===== config.mk =====
export PLATFORM = sky130hd
export DESIGN_NAME = one_wire_bus_master_unit
export DESIGN_NICKNAME = d
export VERILOG_FILES = /design/src/sv/owb_pkg.sv /design/src/sv/owb_in_stage.sv /design/src/sv/owb_engine.sv /design/src/sv/one_wire_bus_master_unit.sv
export SDC_FILE = /design/constraint.sdc
export NUM_CORES = 1
export LEC_CHECK = 0
export ABC_AREA = 1
export BUFFER_PORTS_ARGS = -buffer_cell sky130_fd_sc_hd__clkbuf_2
export CORE_MARGIN = 5
export CORE_UTILIZATION = 58
export DETAILED_ROUTE_END_ITERATION = 6
export GPL_ROUTABILITY_DRIVEN = 1
export PLACE_DENSITY = 0.8
export SLEW_MARGIN = 20
export SYNTH_ARGS = -nofsm -noshare
export SYNTH_HDL_FRONTEND = slang
export SYNTH_HIERARCHICAL = 1
export SYNTH_SLANG_ARGS = --single-unit

===== constraint.sdc =====
create_clock -name clk -period 3.6 [get_ports clk]
set_clock_uncertainty 0.05 [all_clocks]
set_input_delay 0 -clock clk [delete_from_list [all_inputs] [get_ports clk]]
set_output_delay 0 -clock clk [all_outputs]
set_load 0.01 [all_outputs]

===== src/sv/owb_pkg.sv =====
// Shared types and timing constants for the 1-Wire bus master.
`default_nettype none
package owb_pkg;

  // Slot and reset timing in one-microsecond ticks
  localparam logic [8:0] RESET_LOW_TICKS = 9'd480;
  localparam logic [8:0] RST_WAIT_TICKS  = 9'd70;
  localparam logic [8:0] RST_REC_TICKS   = 9'd410;
  localparam logic [8:0] WR0_LOW_TICKS   = 9'd60;
  localparam logic [8:0] WR0_HIGH_TICKS  = 9'd10;
  localparam logic [8:0] WR1_LOW_TICKS   = 9'd6;
  localparam logic [8:0] WR1_HIGH_TICKS  = 9'd64;
  localparam logic [8:0] RD_LOW_TICKS    = 9'd6;
  localparam logic [8:0] RD_WAIT_TICKS   = 9'd9;
  localparam logic [8:0] RD_REC_TICKS    = 9'd55;
  localparam logic [8:0] ONE_TICK        = 9'd1;

  localparam logic [2:0] LAST_BIT = 3'd7;

  typedef enum logic [3:0] {
    PH_IDLE,
    PH_RST_LOW,
    PH_RST_WT,
    PH_RST_REC,
    PH_WR_LOW,
    PH_WR_HIGH,
    PH_RD_LOW,
    PH_RD_WT,
    PH_RD_REC
  } phase_t;

  typedef enum logic [1:0] {
    KIND_TICK,
    KIND_RESET,
    KIND_WRITE,
    KIND_READ
  } kind_t;

  // One input beat
  typedef struct packed {
    kind_t      kind;
    logic [7:0] tx_byte;
    logic       bus_level;
  } item_t;

  // One result beat, drive_low in the lowest bit
  typedef struct packed {
    logic       rejected;
    logic       presence_level;
    logic [7:0] rx_byte;
    logic       done_res;
    logic       busy_res;
    logic       drive_low;
  } result_t;

endpackage
`default_nettype wire


===== src/sv/owb_in_stage.sv =====
// Input register stage: holds one accepted beat until the engine takes it.
`default_nettype none
module owb_in_stage (
  input  wire            clk,
  input  wire            rst_n,
  input  wire            in_valid,
  output logic           in_ready,
  input  owb_pkg::item_t in_item,
  input  wire            take,
  output logic           item_valid,
  output owb_pkg::item_t item
);
  import owb_pkg::*;

  logic  valid_r, valid_nxt;
  item_t item_r, item_nxt;

  // Accept when empty or when the held beat leaves this cycle
  assign in_ready = !valid_r || take;

  always_comb begin
    valid_nxt = valid_r;
    item_nxt  = item_r;
    if (in_valid && in_ready) begin
      valid_nxt = 1'b1;
      item_nxt  = in_item;
    end else if (take) begin
      valid_nxt = 1'b0;
    end
  end

  always_ff @(posedge clk) begin
    if (!rst_n) begin
      valid_r <= 1'b0;
    end else begin
      valid_r <= valid_nxt;
    end
    item_r <= item_nxt;
  end

  assign item_valid = valid_r;
  assign item       = item_r;

endmodule
`default_nettype wire


===== src/sv/owb_engine.sv =====
// Bus timing engine: phase, tick and bit counters updated once per beat.
`default_nettype none
module owb_engine (
  input  wire              clk,
  input  wire              rst_n,
  input  wire              step,
  input  owb_pkg::item_t   item,
  output owb_pkg::result_t result
);
  import owb_pkg::*;

  phase_t     phase_r, phase_nxt;
  logic [8:0] tick_r, tick_nxt;
  logic [2:0] bit_r, bit_nxt;
  logic [7:0] shift_r, shift_nxt;
  logic       presence_r, presence_nxt;
  logic [7:0] rx_r, rx_nxt;
  logic       done, rej, fin;
  logic [8:0] len;
  logic [9:0] tick_inc;

  // Length of the current phase
  always_comb begin
    case (phase_r)
      PH_RST_LOW: len = RESET_LOW_TICKS;
      PH_RST_WT:  len = RST_WAIT_TICKS;
      PH_RST_REC: len = RST_REC_TICKS;
      PH_WR_LOW:  len = shift_r[0] ? WR1_LOW_TICKS : WR0_LOW_TICKS;
      PH_WR_HIGH: len = shift_r[0] ? WR1_HIGH_TICKS : WR0_HIGH_TICKS;
      PH_RD_LOW:  len = RD_LOW_TICKS;
      PH_RD_WT:   len = RD_WAIT_TICKS;
      PH_RD_REC:  len = RD_REC_TICKS;
      default:    len = ONE_TICK;
    endcase
  end

  assign tick_inc = {1'b0, tick_r} + 10'd1;

  // Advance on ticks, start or reject on commands
  always_comb begin
    phase_nxt    = phase_r;
    tick_nxt     = tick_r;
    bit_nxt      = bit_r;
    shift_nxt    = shift_r;
    presence_nxt = presence_r;
    rx_nxt       = rx_r;
    done         = 1'b0;
    rej          = 1'b0;
    fin          = 1'b0;
    if (step) begin
      if (item.kind == KIND_TICK) begin
        if (phase_r != PH_IDLE) begin
          if (tick_inc < {1'b0, len}) begin
            tick_nxt = tick_inc[8:0];
          end else begin
            tick_nxt = '0;
            case (phase_r)
              PH_RST_LOW: phase_nxt = PH_RST_WT;
              PH_RST_WT: begin
                presence_nxt = item.bus_level;
                phase_nxt    = PH_RST_REC;
              end
              PH_RST_REC: fin = 1'b1;
              PH_WR_LOW:  phase_nxt = PH_WR_HIGH;
              PH_WR_HIGH: begin
                if (bit_r == LAST_BIT) begin
                  fin = 1'b1;
                end else begin
                  bit_nxt   = bit_r + 3'd1;
                  shift_nxt = {1'b0, shift_r[7:1]};
                  phase_nxt = PH_WR_LOW;
                end
              end
              PH_RD_LOW: phase_nxt = PH_RD_WT;
              PH_RD_WT: begin
                shift_nxt = {item.bus_level, shift_r[7:1]};
                phase_nxt = PH_RD_REC;
              end
              PH_RD_REC: begin
                if (bit_r == LAST_BIT) begin
                  rx_nxt = shift_r;
                  fin    = 1'b1;
                end else begin
                  bit_nxt   = bit_r + 3'd1;
                  phase_nxt = PH_RD_LOW;
                end
              end
              default: fin = 1'b1;
            endcase
            if (fin) begin
              phase_nxt = PH_IDLE;
              bit_nxt   = '0;
              done      = 1'b1;
            end
          end
        end
      end else if (phase_r != PH_IDLE) begin
        rej = 1'b1;
      end else begin
        tick_nxt = '0;
        bit_nxt  = '0;
        case (item.kind)
          KIND_RESET: phase_nxt = PH_RST_LOW;
          KIND_WRITE: begin
            shift_nxt = item.tx_byte;
            phase_nxt = PH_WR_LOW;
          end
          default: begin
            shift_nxt = '0;
            phase_nxt = PH_RD_LOW;
          end
        endcase
      end
    end
  end

  always_ff @(posedge clk) begin
    if (!rst_n) begin
      phase_r    <= PH_IDLE;
      tick_r     <= '0;
      bit_r      <= '0;
      shift_r    <= '0;
      presence_r <= 1'b1;
      rx_r       <= '0;
    end else begin
      phase_r    <= phase_nxt;
      tick_r     <= tick_nxt;
      bit_r      <= bit_nxt;
      shift_r    <= shift_nxt;
      presence_r <= presence_nxt;
      rx_r       <= rx_nxt;
    end
  end

  // Result reflects the state after this beat
  always_comb begin
    result.drive_low      = (phase_nxt == PH_RST_LOW) || (phase_nxt == PH_WR_LOW) ||
                            (phase_nxt == PH_RD_LOW);
    result.busy_res       = (phase_nxt != PH_IDLE);
    result.done_res       = done;
    result.rx_byte        = rx_nxt;
    result.presence_level = presence_nxt;
    result.rejected       = rej;
  end

endmodule
`default_nettype wire


===== src/sv/one_wire_bus_master_unit.sv =====
// Top level of the 1-Wire bus master: input stage, timing engine, result register.
// An accepted input beat is held in the input register, and its result then in the result register.
// Throughput: one beat per cycle while results are taken; a waiting result stalls the input
// only once the input register also holds a beat.
// Reset (rst_n low, synchronous): idle phase, counters and shift byte zero,
// presence level one, received byte zero, both stages empty.
`default_nettype none
module one_wire_bus_master_unit (
  input  wire         clk,
  input  wire         rst_n,
  input  wire         in_tvalid,
  output logic        in_tready,
  input  wire  [15:0] in_tdata,   // [7:0] tx_byte, [8] bus_level, [15:9] zero
  input  wire  [1:0]  in_tuser,   // [1:0] kind
  output logic        out_tvalid,
  input  wire         out_tready,
  output logic [15:0] out_tdata   // [0] drive_low, [1] busy_res, [2] done_res,
                                  // [10:3] rx_byte, [11] presence_level,
                                  // [12] rejected, [15:13] zero
);
  import owb_pkg::*;

  item_t   in_item, item;
  logic    item_valid, step;
  result_t result;
  logic    out_valid_r, out_valid_nxt;
  result_t out_r, out_nxt;

  always_comb begin
    in_item.kind      = kind_t'(in_tuser);
    in_item.tx_byte   = in_tdata[7:0];
    in_item.bus_level = in_tdata[8];
  end

  owb_in_stage u_in (
    .clk        (clk),
    .rst_n      (rst_n),
    .in_valid   (in_tvalid),
    .in_ready   (in_tready),
    .in_item    (in_item),
    .take       (step),
    .item_valid (item_valid),
    .item       (item)
  );

  // Process the held beat when the result register has room
  assign step = item_valid && (!out_valid_r || out_tready);

  owb_engine u_eng (
    .clk    (clk),
    .rst_n  (rst_n),
    .step   (step),
    .item   (item),
    .result (result)
  );

  // Hold the result until taken
  always_comb begin
    out_valid_nxt = out_valid_r;
    out_nxt       = out_r;
    if (step) begin
      out_valid_nxt = 1'b1;
      out_nxt       = result;
    end else if (out_tready) begin
      out_valid_nxt = 1'b0;
    end
  end

  always_ff @(posedge clk) begin
    if (!rst_n) begin
      out_valid_r <= 1'b0;
    end else begin
      out_valid_r <= out_valid_nxt;
    end
    out_r <= out_nxt;
  end

  assign out_tvalid = out_valid_r;
  assign out_tdata  = {3'b000, out_r};

endmodule
`default_nettype wire


==> results.ini, run 1 <==
[status]
status=complete, no violations

[drt]
vias=2656
drt_iter0_drc=198
drc=0
wl_met2_mm=3.33
routedWlPerCell_um=14.0
top_layer_used=met4
wl_met1_mm=3.01
routed_via_density=5.38
wl_met3_um=432
antenna_left=0
wl_mm=6.94
dr.pass1.iters=5

[cells_and_area]
n_antenna_cell=0
fin_nets=457
drive_above_1_share_pct=18.9
syn2layout_area_growth_pct=15.5

[global_routing]
grt_max_degree=25
grt_overflow_total=0
track_usage_pct=20.6
antenna_found_initial=0
first_global_vias=2543
grt_pass1_wl_mm=11.6

[timing]
min_period_ns=3.16
timing_hold_violations_final=0
slew-limit-headroom_pct=27.9
finalSetupViolCount=0
fmax_ghz=0.317
setup_ws_ns=0.442
worst_pin_slew_ns=1.08
tns_ns=0
slew_violations=0
rsz0062_at_grt=false
period_share_pct=87.7

[cts]
clkSinkCount=59
postCtsSetupBuffers=0
tritoncts=yes
cts_made_buffers=9
clk_pin_slew_ns=0.07
htree_levels=3
root_buffer=clkbuf_8
clockBufferDepth=2
clock_latency_ns=0.34

[floorplan]
rows=26
core-area_um2=5200
die_h_um=83.7
dieWidth_um=83.7
start_util_pct=60.6
ioPinCount=40
die-area_um2=7010

[placed_design]
portBuffers=29
dp_slack_ns=0.485
place_congestion=0.995
hpwl_mm=4.46

[critical_path]
r2r-end=out_tdata[1]
cp.arrival_ns=3.19
critPathCapture=out_tdata[1]
crit_type=reg2reg
worstPathMaxFanout=5
worst_r2r_path_depth=19
rrSetupSlack_ns=0.44
r2r-start=u_eng/phase_r[2]
end_kind=register
crit_start=u_eng/phase_r[2]
required_ns=3.64
startpoint_type=register

[yosys]
async_reset_ff_share_pct=0
mappedNetlistArea_um2=3150
yosysTopAreaCell=edfxtp_1
synth.most_common_cell=nand2_1
ys.flop_type=dfxtp_1
postSynthCellCount=378
yosys-top-cells-area=edfxtp_1, dfxtp_1, nand2_1
synth.top_cell.area_share_pct=22.8
ys_warn_count=6
synth_seq_cells=59
syn_avg_cell_area_um2=8.34
synth_commonest_cells=nand2_1, inv_1, dfxtp_1, nor2_1, nand3_1
synthDistinctLibCells=43
synth_edf_count=24
synth_seq_area_share_pct=45.1

[power_and_ir_drop]
ir_worst_vdd_mv=0.308
power.density_nw_per_um2=452
power.leakage_nw=1.60

[flow_run]
drv_cap=0

[hold_path]
min_path_type=in2reg

-- how the worst min path moves through the flow --
stage          cells after the start  slack (ns)        start          endpoint
4_1_cts                            2         0.1        rst_n  u_eng/presence_r
2_1_floorplan                      0        0.05  in_tdata[8]      u_in/item[0]
3_3_place_gp                       1        0.13  in_tdata[8]      u_in/item[0]
5_1_grt                            2        0.15        rst_n  u_eng/presence_r
3_5_place_dp                       1        0.13  in_tuser[1]     u_in/item[10]
6_report                           2        0.10        rst_n  u_eng/presence_r
-- report_power, final --
group	internal, mW	switching [mW]	total, mW
Sequential	0.730	0.0201	0.750
Combinational	0.0984	0.186	0.284
Clock	0.324	0.290	0.613
Total	1.15	0.495	1.65
-- worst max-delay path: stages, from the launching register on --
cell and delay (ns):
dfxtp_1 0.40, inv_2 0.09, nor2_4 0.14, inv_1 0.10, nor2_1 0.22, o2bb2ai_1 0.18
nor3b_1 0.08, ha_1 0.29, nand2_1 0.07, inv_1 0.03, o21bai_1 0.11, nand2_1 0.07
nand2_1 0.06, nand2_1 0.05, nor2_2 0.31, nand3_1 0.12, nand3_1 0.09, o21ai_0 0.15
a21oi_1 0.19, nand3_1 0.09
-- state kept, by name (all words and copies together) (netlist names) --
signal,cells
out_tdata,13
out_tvalid,1
u_eng/bit_r,3
u_eng/phase_r,4
u_eng/presence_r,1
u_eng/rx_r,8
u_eng/shift_r,8
u_eng/tick_r,9
u_in/item,11
u_in/item_valid,1
-- cell families (layout without fill, tap and decap cells) --
| group | after synthesis | count (layout) | synth area share [%] |
|---|---|---|---|
| simple gates | 161 | 161 | 24.6 |
| flops | 59 | 59 | 45.1 |
| buf+inv | 66 | 110 | 9.20 |
| compound gates | 67 | 67 | 12.5 |
| xor+xnor | 7 | 7 | 1.94 |
| mux | 1 | 1 | 0.317 |
| other cells | 1 | 3 | 0.119 |
| fa+ha+maj | 16 | 16 | 6.35 |
-- per-layer routing --
| layer | up-vias | global-route usage [%] |
|---|---|---|
| met5 | - | 0 |
| li1 | 1322 | - |
| met2 | 94 | 34.6 |
| met4 | 0 | 9.21 |
| met1 | 1225 | 25.2 |
| met3 | 15 | 4.44 |
-- stage by stage --
| step | power (mW) | util, % | instances | instance area, um^2 | hold WS [ns] |
|---|---|---|---|---|---|
| after floorplan | 0.968 | - | 380 | 3160 | 0.0489 |
| after global placement | 1.02 | 63.6 | 465 | 3310 | 0.127 |
| after detailed placement | 1.03 | 63.6 | 465 | 3310 | 0.129 |
| after CTS | 1.64 | 70.0 | 494 | 3640 | 0.0951 |
| after global routing | 1.72 | 70.0 | 494 | 3640 | 0.152 |
| final | 1.65 | 70.0 | 494 | 3640 | 0.105 |
-- layout by cell type (no fill, tap or decap), types with 2 or more instances in the layout --
cell,instances
a21oi_1,23
a21oi_2,3
a31oi_1,3
and2_1,8
buf_4,2
clkbuf_2,29
clkbuf_8,9
clkinv_4,5
conb_1,3
dfxtp_1,35
dlygate4sd3_1,13
edfxtp_1,24
ha_1,16
inv_1,45
inv_2,5
nand2_1,67
nand2_2,6
nand2_4,2
nand3_1,25
nand4_1,4
nor2_1,31
nor2_2,4
nor3_1,5
nor3_2,2
nor3b_1,2
o21ai_0,22
o21ai_1,2
o21ai_2,8
xnor2_1,2
xor2_1,5
-- repair_timing --
action | 4_1_cts | 5_1_grt
endpoints found under the hold margin | 13 | 0
resized for setup | 0 | 0
hold buffers | 13 | 0
setup endpoints to repair | 0 | 0
-- final cells by class --
| type | count | area [um^2] |
|---|---|---|
| Clock inverter | 7 | 78.8 |
| Clock buffer | 9 | 124 |
| Inverter | 50 | 188 |
| Multi-Input combinational cell | 255 | 1450 |
| Fill cell | 404 | 1560 |
| Timing Repair Buffer | 44 | 290 |
| Sequential cell | 59 | 1420 |
| Tap cell | 70 | 87.6 |
(Power assumes the default switching activity.)
==> run 2, diff against run 1 <==
--- a/config.mk
+++ b/config.mk
@@ -7,11 +7,11 @@
 export LEC_CHECK = 0
 export ABC_AREA = 1
 export BUFFER_PORTS_ARGS = -buffer_cell sky130_fd_sc_hd__clkbuf_2
-export CORE_MARGIN = 5
 export CORE_UTILIZATION = 58
 export DETAILED_ROUTE_END_ITERATION = 6
 export GPL_ROUTABILITY_DRIVEN = 1
 export PLACE_DENSITY = 0.8
+export RECOVER_POWER = 25
 export SLEW_MARGIN = 20
 export SYNTH_ARGS = -nofsm -noshare
 export SYNTH_HDL_FRONTEND = slang
==> constraint.sdc (replaced) <==
create_clock -name clk -period 3.6 [get_ports clk]
set_clock_uncertainty 0.05 [all_clocks]
set_input_delay 0 -clock clk [delete_from_list [all_inputs] [get_ports clk]]
set_output_delay 0 -clock clk [all_outputs]
set_load 0.02 [all_outputs]
==> results.ini, run 2 (same netlist as run 1, synthesis figures left out) <==
[drt]
wl_met2_mm=3.00
dr.pass1.iters=5
vias=2618
routed_via_density=5.29
drt_iter0_drc=262
wl_met1_mm=3.00
top_layer_used=met4
antenna_left=0
drc=0
wl_mm=6.48
wl_met3_um=369
routedWlPerCell_um=13.1

[critical_path]
cp.arrival_ns=3.23
startpoint_type=register
worst_r2r_path_depth=19
required_ns=3.62
worstPathMaxFanout=5
crit_type=reg2reg
end_kind=register

[cts]
clk_pin_slew_ns=0.08
clock_latency_ns=0.34
root_buffer=clkbuf_8
clockBufferDepth=2
clkSinkCount=59
htree_levels=3
tritoncts=yes
cts_made_buffers=9

[floorplan]
die_h_um=75.7
core-area_um2=5170
die-area_um2=5740
rows=26
ioPinCount=40
start_util_pct=61.0
dieWidth_um=75.7

[cells_and_area]
layout_common_cells=nand2_1, inv_1, dfxtp_1
multiInputGateArea_um2=1450
largest_reg_flops=13
syn2layout_area_growth_pct=15.1
fin_nets=458
drive_above_1_share_pct=16.0
post-route-util_pct=70.2
n_fill_cell=415
n_antenna_cell=0
seq_area_um2=1420
layout_commonest_cell=nand2_1

[global_routing]
antenna_found_initial=0
grt_pass1_wl_mm=10.4
grt_overflow_total=0
first_global_vias=2242
grt_max_degree=25
track_usage_pct=24.9

[timing]
tns_ns=0
worst_pin_slew_ns=0.993
rsz0062_at_grt=false
slew_violations=0
finalSetupViolCount=0
fmax_ghz=0.311
min_period_ns=3.21
whs_ns=0.103
slew-limit-headroom_pct=33.8
timing_hold_violations_final=0
period_share_pct=89.2

[hold_path]
hold_depth=2
min_path_type=in2reg

[power_and_ir_drop]
ir_worst_vdd_mv=0.348
power.density_nw_per_um2=453
power.leakage_nw=1.57

[flow_run]
drv_cap=0

[placed_design]
hpwl_mm=4.33
place_congestion=0.885
portBuffers=29

[status]
status=complete, no violations

-- run 2: changes by cell type in the layout (fill, tap and decap cells not counted), sizes merged --
cell      delta
clkinvlp     +1
buf          +1
clkinv       -2
inv          +1
-- run 2: critical path, stage by stage (launching register included) --
cell	delay (ns)
dfxtp_1	0.39
inv_2	0.08
nor2_4	0.14
inv_1	0.10
nor2_1	0.23
o2bb2ai_1	0.19
nor3b_1	0.08
ha_1	0.29
nand2_1	0.07
inv_1	0.03
o21bai_1	0.12
nand2_1	0.07
nand2_1	0.07
nand2_1	0.06
nor2_2	0.29
nand3_1	0.12
nand3_1	0.09
o21ai_0	0.15
a21oi_1	0.22
nand3_1	0.11
-- run 2: power breakdown --
group	leakage (nW)	internal, mW	switching [mW]	total (mW)
Sequential	0.513	0.730	0.0188	0.749
Combinational	0.957	0.0977	0.192	0.290
Clock	0.0998	0.324	0.281	0.605
-- run 2: layout make-up --
type | instances | share of cell area (%)
sequential | 59 | 39.1
clock buffer | 9 | 3.41
tap | 70 | 2.41
inverter | 50 | 5.17
multi-input combinational | 255 | 39.9
timing repair buffer | 45 | 7.79
clock inverter | 7 | 2.14
-- run 2: path summary, 6_finish.rpt --
kind                      endpoint  slack (ns)              from
setup reg to reg      out_tdata[1]        0.39  u_eng/phase_r[2]
hold reg to reg    u_eng/tick_r[1]        0.44   u_eng/tick_r[1]
setup / recovery      out_tdata[1]        0.39  u_eng/phase_r[2]
hold / removal    u_eng/presence_r        0.10             rst_n
-- run 2: timing repair --
action,4_1_cts,5_1_grt
resized for setup,0,0
endpoints found under the hold margin,13,0
hold buffers,13,0
setup buffers,0,0
-- run 2: metrics by stage --
| stage | instances | instance area, um^2 | setup WS (ns) | total power, mW |
|---|---|---|---|---|
| 2_1_floorplan | 380 | 3160 | 0.846 | 0.977 |
| 3_3_place_gp | 466 | 3320 | 0.535 | 1.03 |
| 6_report | 495 | 3630 | 0.388 | 1.64 |
| 3_5_place_dp | 466 | 3320 | 0.452 | 1.04 |
| 4_1_cts | 495 | 3650 | 0.423 | 1.65 |
| 5_1_grt | 495 | 3630 | 0.0862 | 1.72 |
-- run 2: routing by layer --
| layer | global-route usage, % | vias up |
|---|---|---|
| li1 | - | 1322 |
| met1 | 35.1 | 1193 |
| met2 | 37.6 | 91 |
| met3 | 4.89 | 12 |
| met4 | 9.47 | 0 |
| met5 | 0 | - |
